--- config.mk ---
export PLATFORM = sky130hd
export DESIGN_NAME = ssbf_ctrl
export DESIGN_NICKNAME = d
export VERILOG_FILES = /design/src/design/ssbf_pkg.sv /design/src/design/ssbf_ctrl.sv
export VERILOG_INCLUDE_DIRS = /design/src /design/src/design
export SDC_FILE = /design/constraint.sdc
export NUM_CORES = 1
export LEC_CHECK = 0
export BUFFER_PORTS_ARGS = -buffer_cell sky130_fd_sc_hd__buf_2
export CAP_MARGIN = 20
export CORE_ASPECT_RATIO = 1.4
export CORE_MARGIN = 5
export CORE_UTILIZATION = 42
export CTS_CLUSTER_DIAMETER = 120
export DETAILED_ROUTE_END_ITERATION = 10
export PLACE_DENSITY_LB_ADDON = 0.05
export SETUP_SLACK_MARGIN = 0.1
export SLEW_MARGIN = 20
export SYNTH_ARGS = -nofsm -noshare
export SYNTH_HDL_FRONTEND = slang
export SYNTH_SLANG_ARGS = --single-unit
--- constraint.sdc ---
create_clock -name clk -period 4.7 [get_ports clk]
set_input_delay 0.94 -clock clk [delete_from_list [all_inputs] [get_ports clk]]
set_output_delay 0.94 -clock clk [all_outputs]
set_load 0.02 [all_outputs]
--- src/design/sigma_size_band_filter_unit_defines.svh ---
// Assertion macros shared by the sigma size band filter modules
`ifndef SIGMA_SIZE_BAND_FILTER_UNIT_DEFINES_SVH
`define SIGMA_SIZE_BAND_FILTER_UNIT_DEFINES_SVH
`ifndef NO_ASSERTIONS
`define SSBF_ASSERT(lbl, prop) \
    lbl: assert property (@(posedge clk) disable iff (!rst_n) prop) \
        else $error("%m: check failed");
`define SSBF_ASSERT_IMP(lbl, ante, cons) `SSBF_ASSERT(lbl, (ante) |-> (cons))
`else
`define SSBF_ASSERT(lbl, prop)
`define SSBF_ASSERT_IMP(lbl, ante, cons)
`endif
`endif

--- src/design/ssbf_pkg.sv ---
// Types and constants of the sigma size band filter
`timescale 1ns / 1ps

package ssbf_pkg;

    localparam int DIM_BITS   = 12;
    localparam int LABEL_BITS = 16;
    localparam int FRAC_BITS  = 8;
    localparam int TOL_W      = 4;
    localparam int BOUND_W    = 25;
    localparam int REQ_W      = 2;
    localparam int MEAN_W     = DIM_BITS + FRAC_BITS;

    localparam logic [TOL_W-1:0] TOL_RESET = 4'd6;

    localparam logic [REQ_W-1:0] REQ_SEED = 2'd0;
    localparam logic [REQ_W-1:0] REQ_PASS = 2'd1;
    localparam logic [REQ_W-1:0] REQ_CAND = 2'd2;
    localparam logic [REQ_W-1:0] REQ_NOP  = 2'd3;

    typedef enum logic [2:0] {
        ST_OK       = 3'd0,
        ST_DUP      = 3'd1,
        ST_OUTSIDE  = 3'd2,
        ST_FULL     = 3'd3,
        ST_EMPTY    = 3'd4,
        ST_NO_BANDS = 3'd5
    } status_t;

    typedef struct packed {
        logic    load;
        logic    rd_en;
        logic    walk_sum;
        logic    walk_ss;
        logic    walk_dup;
        logic    div_start;
        logic    sel_mean;
        logic    sel_h;
        logic    sq_start;
        logic    bands;
        logic    append;
        logic    finish;
        logic    accept;
        status_t status;
    } cmd_t;

    typedef struct packed {
        logic [REQ_W-1:0] req;
        logic             bands_valid;
        logic             full;
        logic             empty;
        logic             dup;
        logic             in_band;
        logic             div_done;
        logic             sq_done;
    } sts_t;

endpackage

--- src/design/ssbf_ctrl.sv ---
// Controller: sequences seeds, start passes and candidate checks
`timescale 1ns / 1ps
`include "sigma_size_band_filter_unit_defines.svh"

module ssbf_ctrl #(
    parameter int MAX_ENTRIES = 256
) (
    input  logic                               clk,
    input  logic                               rst_n,
    input  logic                               start,
    output logic                               busy,
    input  ssbf_pkg::sts_t                     sts,
    input  logic [$clog2(MAX_ENTRIES+1)-1:0]   count,
    output ssbf_pkg::cmd_t                     cmd,
    output logic [$clog2(MAX_ENTRIES)-1:0]     rd_addr
);

    localparam int ADDR_W = $clog2(MAX_ENTRIES);
    localparam int CNT_W  = $clog2(MAX_ENTRIES + 1);
    localparam int IDX_W  = CNT_W + 1;
    localparam int TAIL   = 2;

    typedef enum logic [12:0] {
        S_IDLE   = 13'b0000000000001,
        S_DECODE = 13'b0000000000010,
        S_DUP    = 13'b0000000000100,
        S_CHECK  = 13'b0000000001000,
        S_SUM    = 13'b0000000010000,
        S_MEANW  = 13'b0000000100000,
        S_MEANH  = 13'b0000001000000,
        S_SS     = 13'b0000010000000,
        S_VARW   = 13'b0000100000000,
        S_VARH   = 13'b0001000000000,
        S_SQW    = 13'b0010000000000,
        S_SQH    = 13'b0100000000000,
        S_BANDS  = 13'b1000000000000
    } state_t;

    state_t           state_reg, state_next;
    logic [IDX_W-1:0] idx_reg, idx_next;
    logic             go_reg, go_next;
    logic             walk_end;

    always_comb
    begin
        cmd        = '0;
        cmd.status = ssbf_pkg::ST_OK;
        state_next = state_reg;
        walk_end   = (idx_reg == IDX_W'(count) + IDX_W'(TAIL));
        unique case (state_reg)
            S_IDLE:
            begin
                if (start)
                begin
                    cmd.load   = 1'b1;
                    state_next = S_DECODE;
                end
            end
            S_DECODE:
            begin
                state_next = S_IDLE;
                cmd.finish = 1'b1;
                unique case (sts.req)
                    ssbf_pkg::REQ_SEED:
                    begin
                        if (sts.full)
                        begin
                            cmd.status = ssbf_pkg::ST_FULL;
                        end
                        else
                        begin
                            cmd.append = 1'b1;
                            cmd.accept = 1'b1;
                        end
                    end
                    ssbf_pkg::REQ_PASS:
                    begin
                        if (sts.empty)
                        begin
                            cmd.status = ssbf_pkg::ST_EMPTY;
                        end
                        else
                        begin
                            cmd.finish = 1'b0;
                            state_next = S_SUM;
                        end
                    end
                    ssbf_pkg::REQ_CAND:
                    begin
                        if (!sts.bands_valid)
                        begin
                            cmd.status = ssbf_pkg::ST_NO_BANDS;
                        end
                        else
                        begin
                            cmd.finish = 1'b0;
                            state_next = S_DUP;
                        end
                    end
                    default:
                    begin
                        cmd.status = ssbf_pkg::ST_OK;
                    end
                endcase
            end
            S_DUP:
            begin
                cmd.walk_dup = 1'b1;
                cmd.rd_en    = (idx_reg < IDX_W'(count));
                if (walk_end)
                begin
                    state_next = S_CHECK;
                end
            end
            S_CHECK:
            begin
                cmd.finish = 1'b1;
                state_next = S_IDLE;
                if (sts.dup)
                begin
                    cmd.status = ssbf_pkg::ST_DUP;
                end
                else if (!sts.in_band)
                begin
                    cmd.status = ssbf_pkg::ST_OUTSIDE;
                end
                else if (sts.full)
                begin
                    cmd.status = ssbf_pkg::ST_FULL;
                end
                else
                begin
                    cmd.append = 1'b1;
                    cmd.accept = 1'b1;
                end
            end
            S_SUM:
            begin
                cmd.walk_sum = 1'b1;
                cmd.rd_en    = (idx_reg < IDX_W'(count));
                if (walk_end)
                begin
                    state_next = S_MEANW;
                end
            end
            S_MEANW:
            begin
                cmd.sel_mean  = 1'b1;
                cmd.div_start = go_reg;
                if (sts.div_done)
                begin
                    state_next = S_MEANH;
                end
            end
            S_MEANH:
            begin
                cmd.sel_mean  = 1'b1;
                cmd.sel_h     = 1'b1;
                cmd.div_start = go_reg;
                if (sts.div_done)
                begin
                    state_next = S_SS;
                end
            end
            S_SS:
            begin
                cmd.walk_ss = 1'b1;
                cmd.rd_en   = (idx_reg < IDX_W'(count));
                if (walk_end)
                begin
                    state_next = S_VARW;
                end
            end
            S_VARW:
            begin
                cmd.div_start = go_reg;
                if (sts.div_done)
                begin
                    state_next = S_VARH;
                end
            end
            S_VARH:
            begin
                cmd.sel_h     = 1'b1;
                cmd.div_start = go_reg;
                if (sts.div_done)
                begin
                    state_next = S_SQW;
                end
            end
            S_SQW:
            begin
                cmd.sq_start = go_reg;
                if (sts.sq_done)
                begin
                    state_next = S_SQH;
                end
            end
            S_SQH:
            begin
                cmd.sel_h    = 1'b1;
                cmd.sq_start = go_reg;
                if (sts.sq_done)
                begin
                    state_next = S_BANDS;
                end
            end
            S_BANDS:
            begin
                cmd.bands  = 1'b1;
                cmd.finish = 1'b1;
                state_next = S_IDLE;
            end
            default:
            begin
                state_next = S_IDLE;
            end
        endcase
        idx_next = (state_next != state_reg) ? '0 : idx_reg + 1'b1;
        go_next  = (state_next != state_reg) &&
                   ((state_next == S_MEANW) || (state_next == S_MEANH) ||
                    (state_next == S_VARW) || (state_next == S_VARH) ||
                    (state_next == S_SQW) || (state_next == S_SQH));
    end

    always_ff @(posedge clk or negedge rst_n)
    begin
        if (!rst_n)
        begin
            state_reg <= S_IDLE;
            idx_reg   <= '0;
            go_reg    <= 1'b0;
        end
        else
        begin
            state_reg <= state_next;
            idx_reg   <= idx_next;
            go_reg    <= go_next;
        end
    end

    assign busy    = (state_reg != S_IDLE);
    assign rd_addr = idx_reg[ADDR_W-1:0];

    `SSBF_ASSERT_IMP(a_append_room, cmd.append, !sts.full)
    `SSBF_ASSERT(a_finish_idle, cmd.finish |=> state_reg == S_IDLE)
    `SSBF_ASSERT(a_accept_decode, (start && !busy) |=> state_reg == S_DECODE)

endmodule

# Yosys cells after proc, flatten, opt, wreduce, memory -nomap -nowiden
# Index checks and enable logic that the tools add are counted.
# classes
add_sub_neg	2
n_lt_le_gt_ge	1
n_eq_ne	24
muxes	42
n_reduce_logical	13
# ops
operator	n
$pmux W13 S11	1
$mux W13	10
$eq A13 B10 Y1 const B	2
$eq A13 B11 Y1 const B	2
$eq A13 B12 Y1 const B	2
$eq A13 B6 Y1 const B	2
$eq A13 B7 Y1 const B	2
$eq A13 B9 Y1 const B	2
$pmux W13 S2	1
$mux W1	17
$eq A13 B1 Y1 const B	1
$eq A13 B13 Y1 const B	1
$eq A13 B2 Y1 const B	1
$eq A13 B3 Y1 const B	1
$eq A13 B4 Y1 const B	1
$eq A13 B5 Y1 const B	1
$eq A13 B8 Y1 const B	1
$ne A13 B1 Y1 const B	1
$ne A13 B13 Y1	1
$add A10 B1 Y10 const B	1
$add A9 B2 Y10 const B	1
$eq A10 B10 Y1	1
$lt A10 B9 Y1	1
$mux W10	1
other kinds (14)	27
# word_totals
regBits	24
input_bits	21
wordCells	85

# Depth between registers and ports, before layout
# Gate-level depths: netlist of the first run.
# logic_depth
depth_word	11
depth_mapped	10
mapped_depth_nobuf	9

# Worst setup path before layout of the first run
# OpenSTA, ideal clock, no wires.
# synth_path
path_kind	reg-to-output
startpoint	reg state_reg[10]
endpoint	out cmd[5] (netlist name)
arrival_time_ps	2345
setup_slack_ps	1415
path_stages_with_launch	9
n_path_buf	1
cell_sequence	dfrtp_1 > nor3_1 > nand2_1 > nor4b_1 > nand3b_1 > inv_1 > a22oi_1 > nor2_1 > buf_4
# synth_lines
item	line	source
start: declaration	ssbf_ctrl.sv:39	state_t state_reg, state_next;
start signal: assignment	ssbf_ctrl.sv:236	state_reg <= state_next;
end: declaration	ssbf_ctrl.sv:14	output ssbf_pkg::cmd_t cmd,

==> reports/summary.txt, run 1 <==
Status: complete, no violations
Root Buffer: clkbuf_8
Critical path arrival: 2.86 ns
Crit-path slowest cell: nor3_1
Synthesis warning total: 0
Die ar.: 0.00660 sq mm
Transition time of the tightest slew-check pin: 0.873 ns
Synth top area share: 27.1%
Yosys reg bits: 24
Resize count post-CTS: 0
VDD IR max: 206 uV
Part of the cycle the worst path needs: 80.9%
Slew headroom: 41.4%
Fillers: 518
Hold Crit Depth: 1
Dpl hpwl: 4360 microns
Syn avg cell area: 8.30 sq um
Port Buffers: 45
Initial Util: 43.6%
# IOs: 46
Largest stage delay on the critical path: 0.74 ns
Worst-path fanout max: 9
Final min period: 3.80 ns
Leakage: 1.19 nW
Critical Path Sink Type: output port
P&R area growth vs syn: 11.2%
Area of the multi-input gates: 0.00133 sq mm
First-pass DRT Iterations: 6
CTS Hold Bufs: 0
Post-Layout Cell Count: 353
Remaining global-route overflow: 0
Share of cells above drive strength 1: 19.7%
# diodes: 0
Hold Path Class: reg -> reg
Number of synthesized flops with an enable pin: 0
Pre-CTS setup slack: 0.895 ns
Reg2reg end: go_reg
Routed Antenna Nets: 0
Synth Flop Type: dfrtp_1
Placed Instances: 349
Chip Width: 70.1 microns
PwrDens: 241 mW/mm^2
Worst Skew: 0.00508 ns
Final Hold Fails: 0
Gpl congestion: 0.815
Largest register FFs: 13
Number of remaining DRC errors: 0
Largest net degree at the start of global routing: 25
Critical-path cell list: nor3_1 > nand2_1 > nor4b_1 > nand3b_1 > o32ai_1 > buf_2
Hold Path End: idx_reg[0]
Register Area: 602 sq um
RSZ-0062 raised after global routing: false
Fmax: 263 MHz
Worst reg2reg startpoint: state_reg[4]
Postcts setup bufs: 0
R2r worst-path depth: 7
1st-iter DRT viols: 52
Post-route setup slack: 0.895 ns
Hold_sp: idx_reg[0]
Layout Utilization: 48.4%
Wire per inst: 15.2 microns
Layout Nets: 326
DR vias: 1,966
Largest cells by area after synthesis: dfrtp_1 (27%), ha_1 (8.8%), nor2_1 (5.7%), inv_1 (3.7%), xor2_1 (3.7%)
CTS Sinks: 24
Worst-Skew Late Latency: 0.26 ns
DR vias/cell: 5.57
Gr usage total: 16.3%
Most frequent cell after synthesis: nor2_1
Worst setup path category: reg -> out
CTS tree: done
H-tree Lvls: 1
TritonCTS buffer count: 3
Yosys cell types: 51
Syn Inst Count: 256
Setup violators final: 0
Setup TNS: 0 ns
Top post-synthesis cells by count: nor2_1 (32), dfrtp_1 (23), inv_1 (21)
Number of global-route vias before repair: 1,984
Clock buffer depth: 2
Max-cap violations: 0
First-pass GRT wire length: 8850 microns
Post-Route WL: 5360 microns
Clock-pin slew on the worst setup and hold paths: 0.09 ns
Row count: 30
Post-synthesis async set-or-reset flop share: 100%
Initial antenna violation count: 0
Critical path required time: 3.76 ns
Fin. max-slew vios: 0
Mapped Area: 0.00213 sq mm
Reg2reg setup slack: 1.64 ns
Core area: 0.00488 sq mm
Post-synth net total: 292
Yosys top cell by area: dfrtp_1
Sequential area share after synthesis: 28.3%
Die H: 94.2 microns
CP startpoint kind: flop
[stage by stage]
step | power [mW] | hold WS (ns) | area, sq um
after global routing | 0.607 | 0.576 | 2360
after global placement | 0.450 | 0.530 | 2320
final | 0.569 | 0.535 | 2360
after floorplan | 0.394 | 0.479 | 2130
after CTS | 0.575 | 0.543 | 2360
after detailed placement | 0.450 | 0.530 | 2320
[layer usage]
metal	vias up	GRT usage (%)	routed length, microns	part of all wire (%)
met2	58	33.7	2970	55
met3	16	1.82	219	4.1
met1	914	16.4	2020	38
met4	0	5.91	157	2.9
li1	978	-	-	-
met5	-	0	0	0
[worst max path at each step]
stage,start,endpoint,slack (ns),cells past startpoint
floorplan,state_reg[10],cmd[5],1.42,8
global placement,count[1],idx_reg[1],0.99,9
detailed placement,count[1],idx_reg[1],0.90,9
CTS,state_reg[10],cmd[0],0.92,6
global route,state_reg[10],cmd[3],0.59,8
finish,state_reg[10],cmd[0],0.90,6
[cells in the final DEF (no fill, tap or decap), drive strengths merged, types with 3 or more instances in the layout]
cell type  instances
o21ai             10
buf               45
dfrtp             23
nor4b              4
and3               3
nand3             11
clkbuf             4
nand4              7
nand2b             5
a2111oi            3
nand2             16
ha                15
nor3               6
nand4b             3
o211ai             5
nor2b              7
a2111o             3
o21a               3
xor2               9
xnor2              7
nand3b             5
nor2              32
a21oi             10
inv               21
[cell type report]
| cell class | instances | area share [%] |
|---|---|---|
| Inverter | 21 | 3.34 |
| Sequential cell | 24 | 25.5 |
| Multi-Input combinational cell | 195 | 56.4 |
| Tap cell | 64 | 3.39 |
| Timing Repair Buffer | 45 | 9.53 |
| Clock buffer | 4 | 1.91 |
[where the power goes]
part	switching [mW]	internal [mW]
clock	0.0645	0.0604
sequential	0.0167	0.222
combinational	0.133	0.0729
[worst max-delay path, delay by kind of cell (launching register included)]
kind            cells  cell delay (ns)
simple gates        4             1.60
flops               1             0.43
compound gates      1             0.36
buf+inv             1             0.22
[logic make-up (layout without fill, tap and decap cells)]
family / Yosys count / after routing / synth area share (%)
simple gates: 111 / 111 / 28.0
flops: 24 / 24 / 28.3
buf+inv: 37 / 70 / 9.01
compound gates: 52 / 52 / 18.8
mux: 1 / 1 / 0.530
fa+ha+maj: 15 / 15 / 8.83
xor+xnor: 16 / 16 / 6.59
(Power assumes the default switching activity.)
==> inputs of run 2 (changes only) <==
ABC_AREA = 1   (was not set)
clock period = 3.7 ns   (was 4.7 ns; I/O delays follow)
==> reports/summary.txt, run 2 <==
# diodes: 0 (unchanged)
Status: complete, no violations
Part of the cycle the worst path needs: 81.0%
Dpl hpwl: 4460 microns (+2.3%)
Number of synthesized flops with an enable pin: 0 (unchanged)
Post-synth net total: 382 (+31%)
Most frequent cells in the layout: nand2_1 (76), inv_1 (69), buf_2 (45)
Wire per inst: 11.6 microns (-23%)
1st-iter DRT viols: 62 (+19%)
Fin. max-slew vios: 0 (unchanged)
Worst-path fanout max: 3 (-6)
Critical path required time: 2.96 ns (-0.80 ns)
Total power: 0.739 mW (+30%)
Syn Inst Count: 346 (+35%)
Post-synthesis async set-or-reset flop share: 100% (unchanged)
Chip Width: 71.9 microns (+2.5%)
Final Hold Fails: 0 (unchanged)
Final min period: 3.00 ns
RSZ-0062 raised after global routing: false
Die H: 96.6 microns (+2.6%)
Slew headroom: 54.2% (+13 points)
Critical path arrival: 2.26 ns (-0.60 ns)
Sequential area share after synthesis: 26.7% (-1.6 points)
P&R area growth vs syn: 13.0%
Leakage: 1.47 nW (+23%)
Top post-synthesis cells by count: nand2_1 (76), inv_1 (69), nor2_1 (40)
Initial antenna violation count: 0 (unchanged)
Gr usage total: 16.4% (+0.026 points)
Share of cells above drive strength 1: 19.2% (-0.55 points)
Root Buffer: clkbuf_8
Setup violators final: 0 (unchanged)
R2r worst-path depth: 12 (+5)
Number of global-route vias before repair: 2,125 (+7.1%)
Postcts setup bufs: 0 (unchanged)
Yosys reg bits: 24 (unchanged)
Number of remaining DRC errors: 0 (unchanged)
TritonCTS buffer count: 3 (unchanged)
H-tree Lvls: 1 (unchanged)
Clock-pin slew on the worst setup and hold paths: 0.09 ns (about the same)
Max-cap violations: 0 (unchanged)
Row count: 31 (+3.3%)
Transition time of the tightest slew-check pin: 0.686 ns (-0.187 ns)
Critical Path Sink Type: output port
Synth top area share: 25.6% (-1.5 points)
Synth Flop Type: dfrtp_1
Die ar.: 0.00694 sq mm (+5.1%)
# IOs: 46 (unchanged)
Post-Route WL: 5260 microns (-1.9%)
PwrDens: 291 mW/mm^2 (+21%)
Gpl congestion: 0.855 (+4.9%)
Port Buffers: 45 (unchanged)
Yosys cell types: 33 (-35%)
First-pass GRT wire length: 9470 microns (+7.1%)
CTS tree: done
CTS Hold Bufs: 0 (unchanged)
Mapped Area: 0.00225 sq mm (+5.9%)
CP startpoint kind: input pin
Remaining global-route overflow: 0 (unchanged)
CTS Sinks: 24 (unchanged)
Initial Util: 43.3% (-0.26 points)
Worst-Skew Late Latency: 0.26 ns (about the same)
Worst Skew: 0.00248 ns (-0.00260 ns)
First-pass DRT Iterations: 4 (-2)
Hold Path Class: in -> async
Layout Nets: 423 (+30%)
Syn avg cell area: 6.51 sq um (-22%)
Largest cells by area after synthesis: dfrtp_1 (26%), nand2_1 (13%), inv_1 (12%), ha_1 (8.3%), nand3_1 (7.6%)
DR vias: 2,173 (+11%)
Clock buffer depth: 2 (unchanged)
Synthesis warning total: 0 (unchanged)
Routed Antenna Nets: 0 (unchanged)
DR vias/cell: 4.81 (-14%)
Most common cell after layout, fill and taps aside: nand2_1
Largest register FFs: 13 (unchanged)
Reg2reg setup slack: 1.20 ns (-0.44 ns)
Resize count post-CTS: 0 (unchanged)
Core area: 0.00520 sq mm (+6.5%)
Worst setup path category: in -> out
Most frequent cell after synthesis: nand2_1
Yosys top cell by area: dfrtp_1
Setup TNS: 0 ns (unchanged)
Largest net degree at the start of global routing: 25 (unchanged)
Fmax: 334 MHz
VDD IR max: 249 uV (+21%)
-- run 2: cell types whose count changed in the layout (fill, tap and decap cells not counted), moves of 5 or more --
cell,delta
inv_1,+48
nor2_1,+8
xor2_1,-8
nor2b_1,-6
nand2_1,+60
xnor2_1,-7
nand2b_1,-5
nor2_2,+6
nand3_1,+23
-- run 2: cell families after synthesis --
kind of cell | count (synthesis) | synth area share [%]
AND/OR/NAND/NOR | 192 | 41.0
buffers and inverters | 83 | 15.7
AO/OA/AOI/OAI | 31 | 7.84
flip-flops | 24 | 26.7
adder cells (fa/ha/maj) | 15 | 8.34
XOR/XNOR | 1 | 0.389
-- run 2: routing by layer --
layer | vias to the layer above | track usage [%] | routed length [microns]
li1 | 1174 | - | -
met1 | 957 | 19.8 | 2210
met2 | 37 | 30.4 | 2840
met3 | 5 | 1.45 | 161
met4 | 0 | 3.91 | 48
met5 | - | 0 | 0
-- run 2: worst paths after layout --
path	startpoint	to
worst max-delay path	count[1]	cmd[14]
worst min-delay path	rst_n	state_reg[11]
worst max register to register	idx_reg[0]	state_reg[8]
worst min register to register	idx_reg[0]	idx_reg[0]
max in group asynchronous	rst_n	state_reg[0]
min in group clk	idx_reg[0]	idx_reg[0]
-- run 2: area by class of cell --
class / instances / area (sq um)
clock buffer: 4 / 55.1
fill: 588 / 2660
inverter: 73 / 274
multi-input combinational: 239 / 1300
sequential: 24 / 602
tap: 66 / 82.6
timing repair buffer: 46 / 233
-- run 2: where the power goes --
part	switching, mW	internal [mW]	total (mW)
Clock	0.0836	0.0949	0.178
Combinational	0.177	0.0898	0.267
Sequential	0.0123	0.281	0.294
-- run 2: stage by stage --
| step | std cells | cell area, sq um | worst slack [ns] | utilization, % | hold slack, ns |
|---|---|---|---|---|---|
| after floorplan | 346 | 2250 | 0.878 | - | 0.444 |
| after global placement | 448 | 2490 | 0.692 | 47.9 | 0.503 |
| after detailed placement | 448 | 2490 | 0.662 | 47.9 | 0.517 |
| after CTS | 452 | 2540 | 0.669 | 48.9 | 0.473 |
| after global routing | 452 | 2540 | 0.521 | 48.9 | 0.487 |
| final | 452 | 2540 | 0.704 | 48.9 | 0.449 |
-- run 2: worst max-delay path, cell delays in order --
cell and delay (ns):
buf_2 0.10, inv_1 0.04, ha_1 0.29, inv_1 0.06, nor2_1 0.03, o21ai_0 0.13, nand2_1 0.07, nand2_1 0.05
nand2_1 0.05, nand2_1 0.05, nand2_1 0.05, nand2_1 0.05, nand2_1 0.04, nand2_1 0.05, nand2_1 0.05, nand2_1 0.05
nand2_1 0.05, a21oi_1 0.12, buf_2 0.18
==> inputs of run 3 (changes only) <==
clock period = 2.7 ns   (was 3.7 ns; I/O delays follow)
==> reports/summary.txt, run 3 (same netlist as run 2, synthesis figures left out) <==
Worst reg2reg startpoint: idx_reg[0]
Finished Cell Area: 0.00262 sq mm (+2.9%)
Wire per inst: 11.5 microns (-1.1%)
Die H: 96.6 microns (unchanged)
First-pass GRT wire length: 8920 microns (-5.8%)
Critical path arrival: 2.01 ns (-0.25 ns)
Buf/Inv on CP: 4 (unchanged)
Initial Util: 43.3% (unchanged)
Core area: 0.00520 sq mm (unchanged)
Most common cell after layout, fill and taps aside: nand2_1
Max-cap violations: 0 (unchanged)
Most frequent cells in the layout: nand2_1 (76), inv_1 (69), buf_2 (44)
# diodes: 0 (unchanged)
1st-iter DRT viols: 69 (+11%)
# IOs: 46 (unchanged)
Largest stage delay on the critical path: 0.29 ns (about the same)
CTS Hold Bufs: 0 (unchanged)
Post-route setup slack: 0.153 ns (-0.551 ns)
Clock buffer depth: 2 (unchanged)
Critical path required time: 2.16 ns (-0.80 ns)
Number of remaining DRC errors: 0 (unchanged)
CTS tree: done
Gr usage total: 15.7% (-0.71 points)
Root Buffer: clkbuf_8
Leakage: 1.51 nW (+2.7%)
Dpl hpwl: 4490 microns (+0.74%)
Final Hold Fails: 0 (unchanged)
Worst-Skew Late Latency: 0.26 ns (about the same)
Routed Antenna Nets: 0 (unchanged)
Fin. max-slew vios: 0 (unchanged)
Critical Path Sink Type: output port
Hold Path Class: in -> async
Number of global-route vias before repair: 2,026 (-4.7%)
R2r worst-path depth: 13 (+1)
Crit-path slowest cell: ha_1
Part of the cycle the worst path needs: 94.3%
Final min period: 2.55 ns
Fmax: 393 MHz
Reg2reg end: state_reg[2]
Placement Cell Area: 0.00252 sq mm (+1.5%)
First-pass DRT Iterations: 4 (unchanged)
Largest net degree at the start of global routing: 25 (unchanged)
Layout Nets: 430 (+1.7%)
CTS Sinks: 24 (unchanged)
TritonCTS buffer count: 3 (unchanged)
Remaining global-route overflow: 0 (unchanged)
Clock-pin slew on the worst setup and hold paths: 0.08 ns (about the same)
Row count: 31 (unchanged)
Chip Width: 71.9 microns (unchanged)
Total power: 1.03 mW (+40%)
P&R area growth vs syn: 16.2%
PwrDens: 394 mW/mm^2 (+36%)
DR vias: 2,146 (-1.2%)
Die ar.: 0.00694 sq mm (unchanged)
Worst Skew: 0.00257 ns (+0.0000887 ns)
Critical-path cell list: buf_2 > inv_1 > ha_1 > inv_1 > nor2_1 > o21ai_1 > nand2_1 > nand2_1 > nand2_1 > nand2_1 > nand2_1 > nand2_1 > nand2_1 > nand2_1 > nand2_1 > nand2_1 > nand2_1 > a21oi_2 > buf_4
Transition time of the tightest slew-check pin: 0.542 ns (-0.144 ns)
Top cell by count, worst path: nand2_1
VDD IR max: 305 uV (+23%)
Worst hold slack: 0.251 ns (-0.198 ns)
Setup violators final: 0 (unchanged)
Worst setup path category: in -> out
DR vias/cell: 4.68 (-2.7%)
Share of cells above drive strength 1: 21.6% (+2.5 points)
CP startpoint kind: input pin
Gpl congestion: 0.883 (+3.3%)
Status: complete, no violations
Initial antenna violation count: 0 (unchanged)
RSZ-0062 raised after global routing: true
Post-Route WL: 5280 microns (+0.40%)
Slew headroom: 63.9% (+9.7 points)
Pre-CTS setup slack: 0.0722 ns (-0.590 ns)
Port Buffers: 45 (unchanged)
Setup TNS: 0 ns (unchanged)
Worst-path fanout max: 3 (unchanged)
Reg2reg setup slack: 0.54 ns (-0.66 ns)
Family with the most delay on the worst path: simple AND/OR/NAND/NOR gates
H-tree Lvls: 1 (unchanged)
Largest register FFs: 13 (unchanged)
==> run 3: cell count changes in the layout (fill, tap and decap cells not counted), sizes merged <==
| cell | previous run | this run |
|---|---|---|
| buf | 46 | 53 |
==> run 3: how the worst max path moves through the flow <==
stage / start / end / slack [ns] / cells past startpoint
6_report: count[1] / cmd[14] / 0.15 / 19
3_5_place_dp: count[1] / cmd[14] / 0.07 / 19
3_3_place_gp: count[1] / cmd[14] / 0.09 / 19
4_1_cts: count[1] / cmd[14] / 0.12 / 19
5_1_grt: count[1] / cmd[14] / -0.13 / 19
2_1_floorplan: state_reg[6] / cmd[5] / 0.16 / 6
==> run 3: metrics by stage <==
stage          instances  utilization, %
6_report             459            50.3
5_1_grt              459            50.3
4_1_cts              458            49.9
3_5_place_dp         453            48.6
3_3_place_gp         453            48.6
2_1_floorplan        346               -
==> run 3: area by class of cell <==
cell class,count,area (sq um)
clock buffer,4,55.1
fill,565,2580
inverter,73,274
multi-input combinational,239,1320
sequential,24,602
tap,66,82.6
timing repair buffer,53,288
==> run 3: where the power goes <==
part | total, mW | switching [mW] | internal [mW]
combinational | 0.388 | 0.247 | 0.140
clock | 0.241 | 0.111 | 0.130
sequential | 0.402 | 0.0165 | 0.386
total | 1.03 | 0.375 | 0.656
==> run 3: metal layers <==
metal	up-vias	wire length, microns	GRT usage [%]
met1	923	2230	18.2
met2	30	2790	29.0
met4	0	93	5.07
li1	1185	-	-
met3	8	164	1.66
met5	-	0	0
==> run 3: timing repair <==
item | CTS | global route
gates resized for setup | 3 | 3
setup buffers | 1 | 1
endpoints found under the hold margin | 0 | 0
pin swaps | 0 | 1
setup endpoints to repair | 1 | 6
cloned | 0 | 0
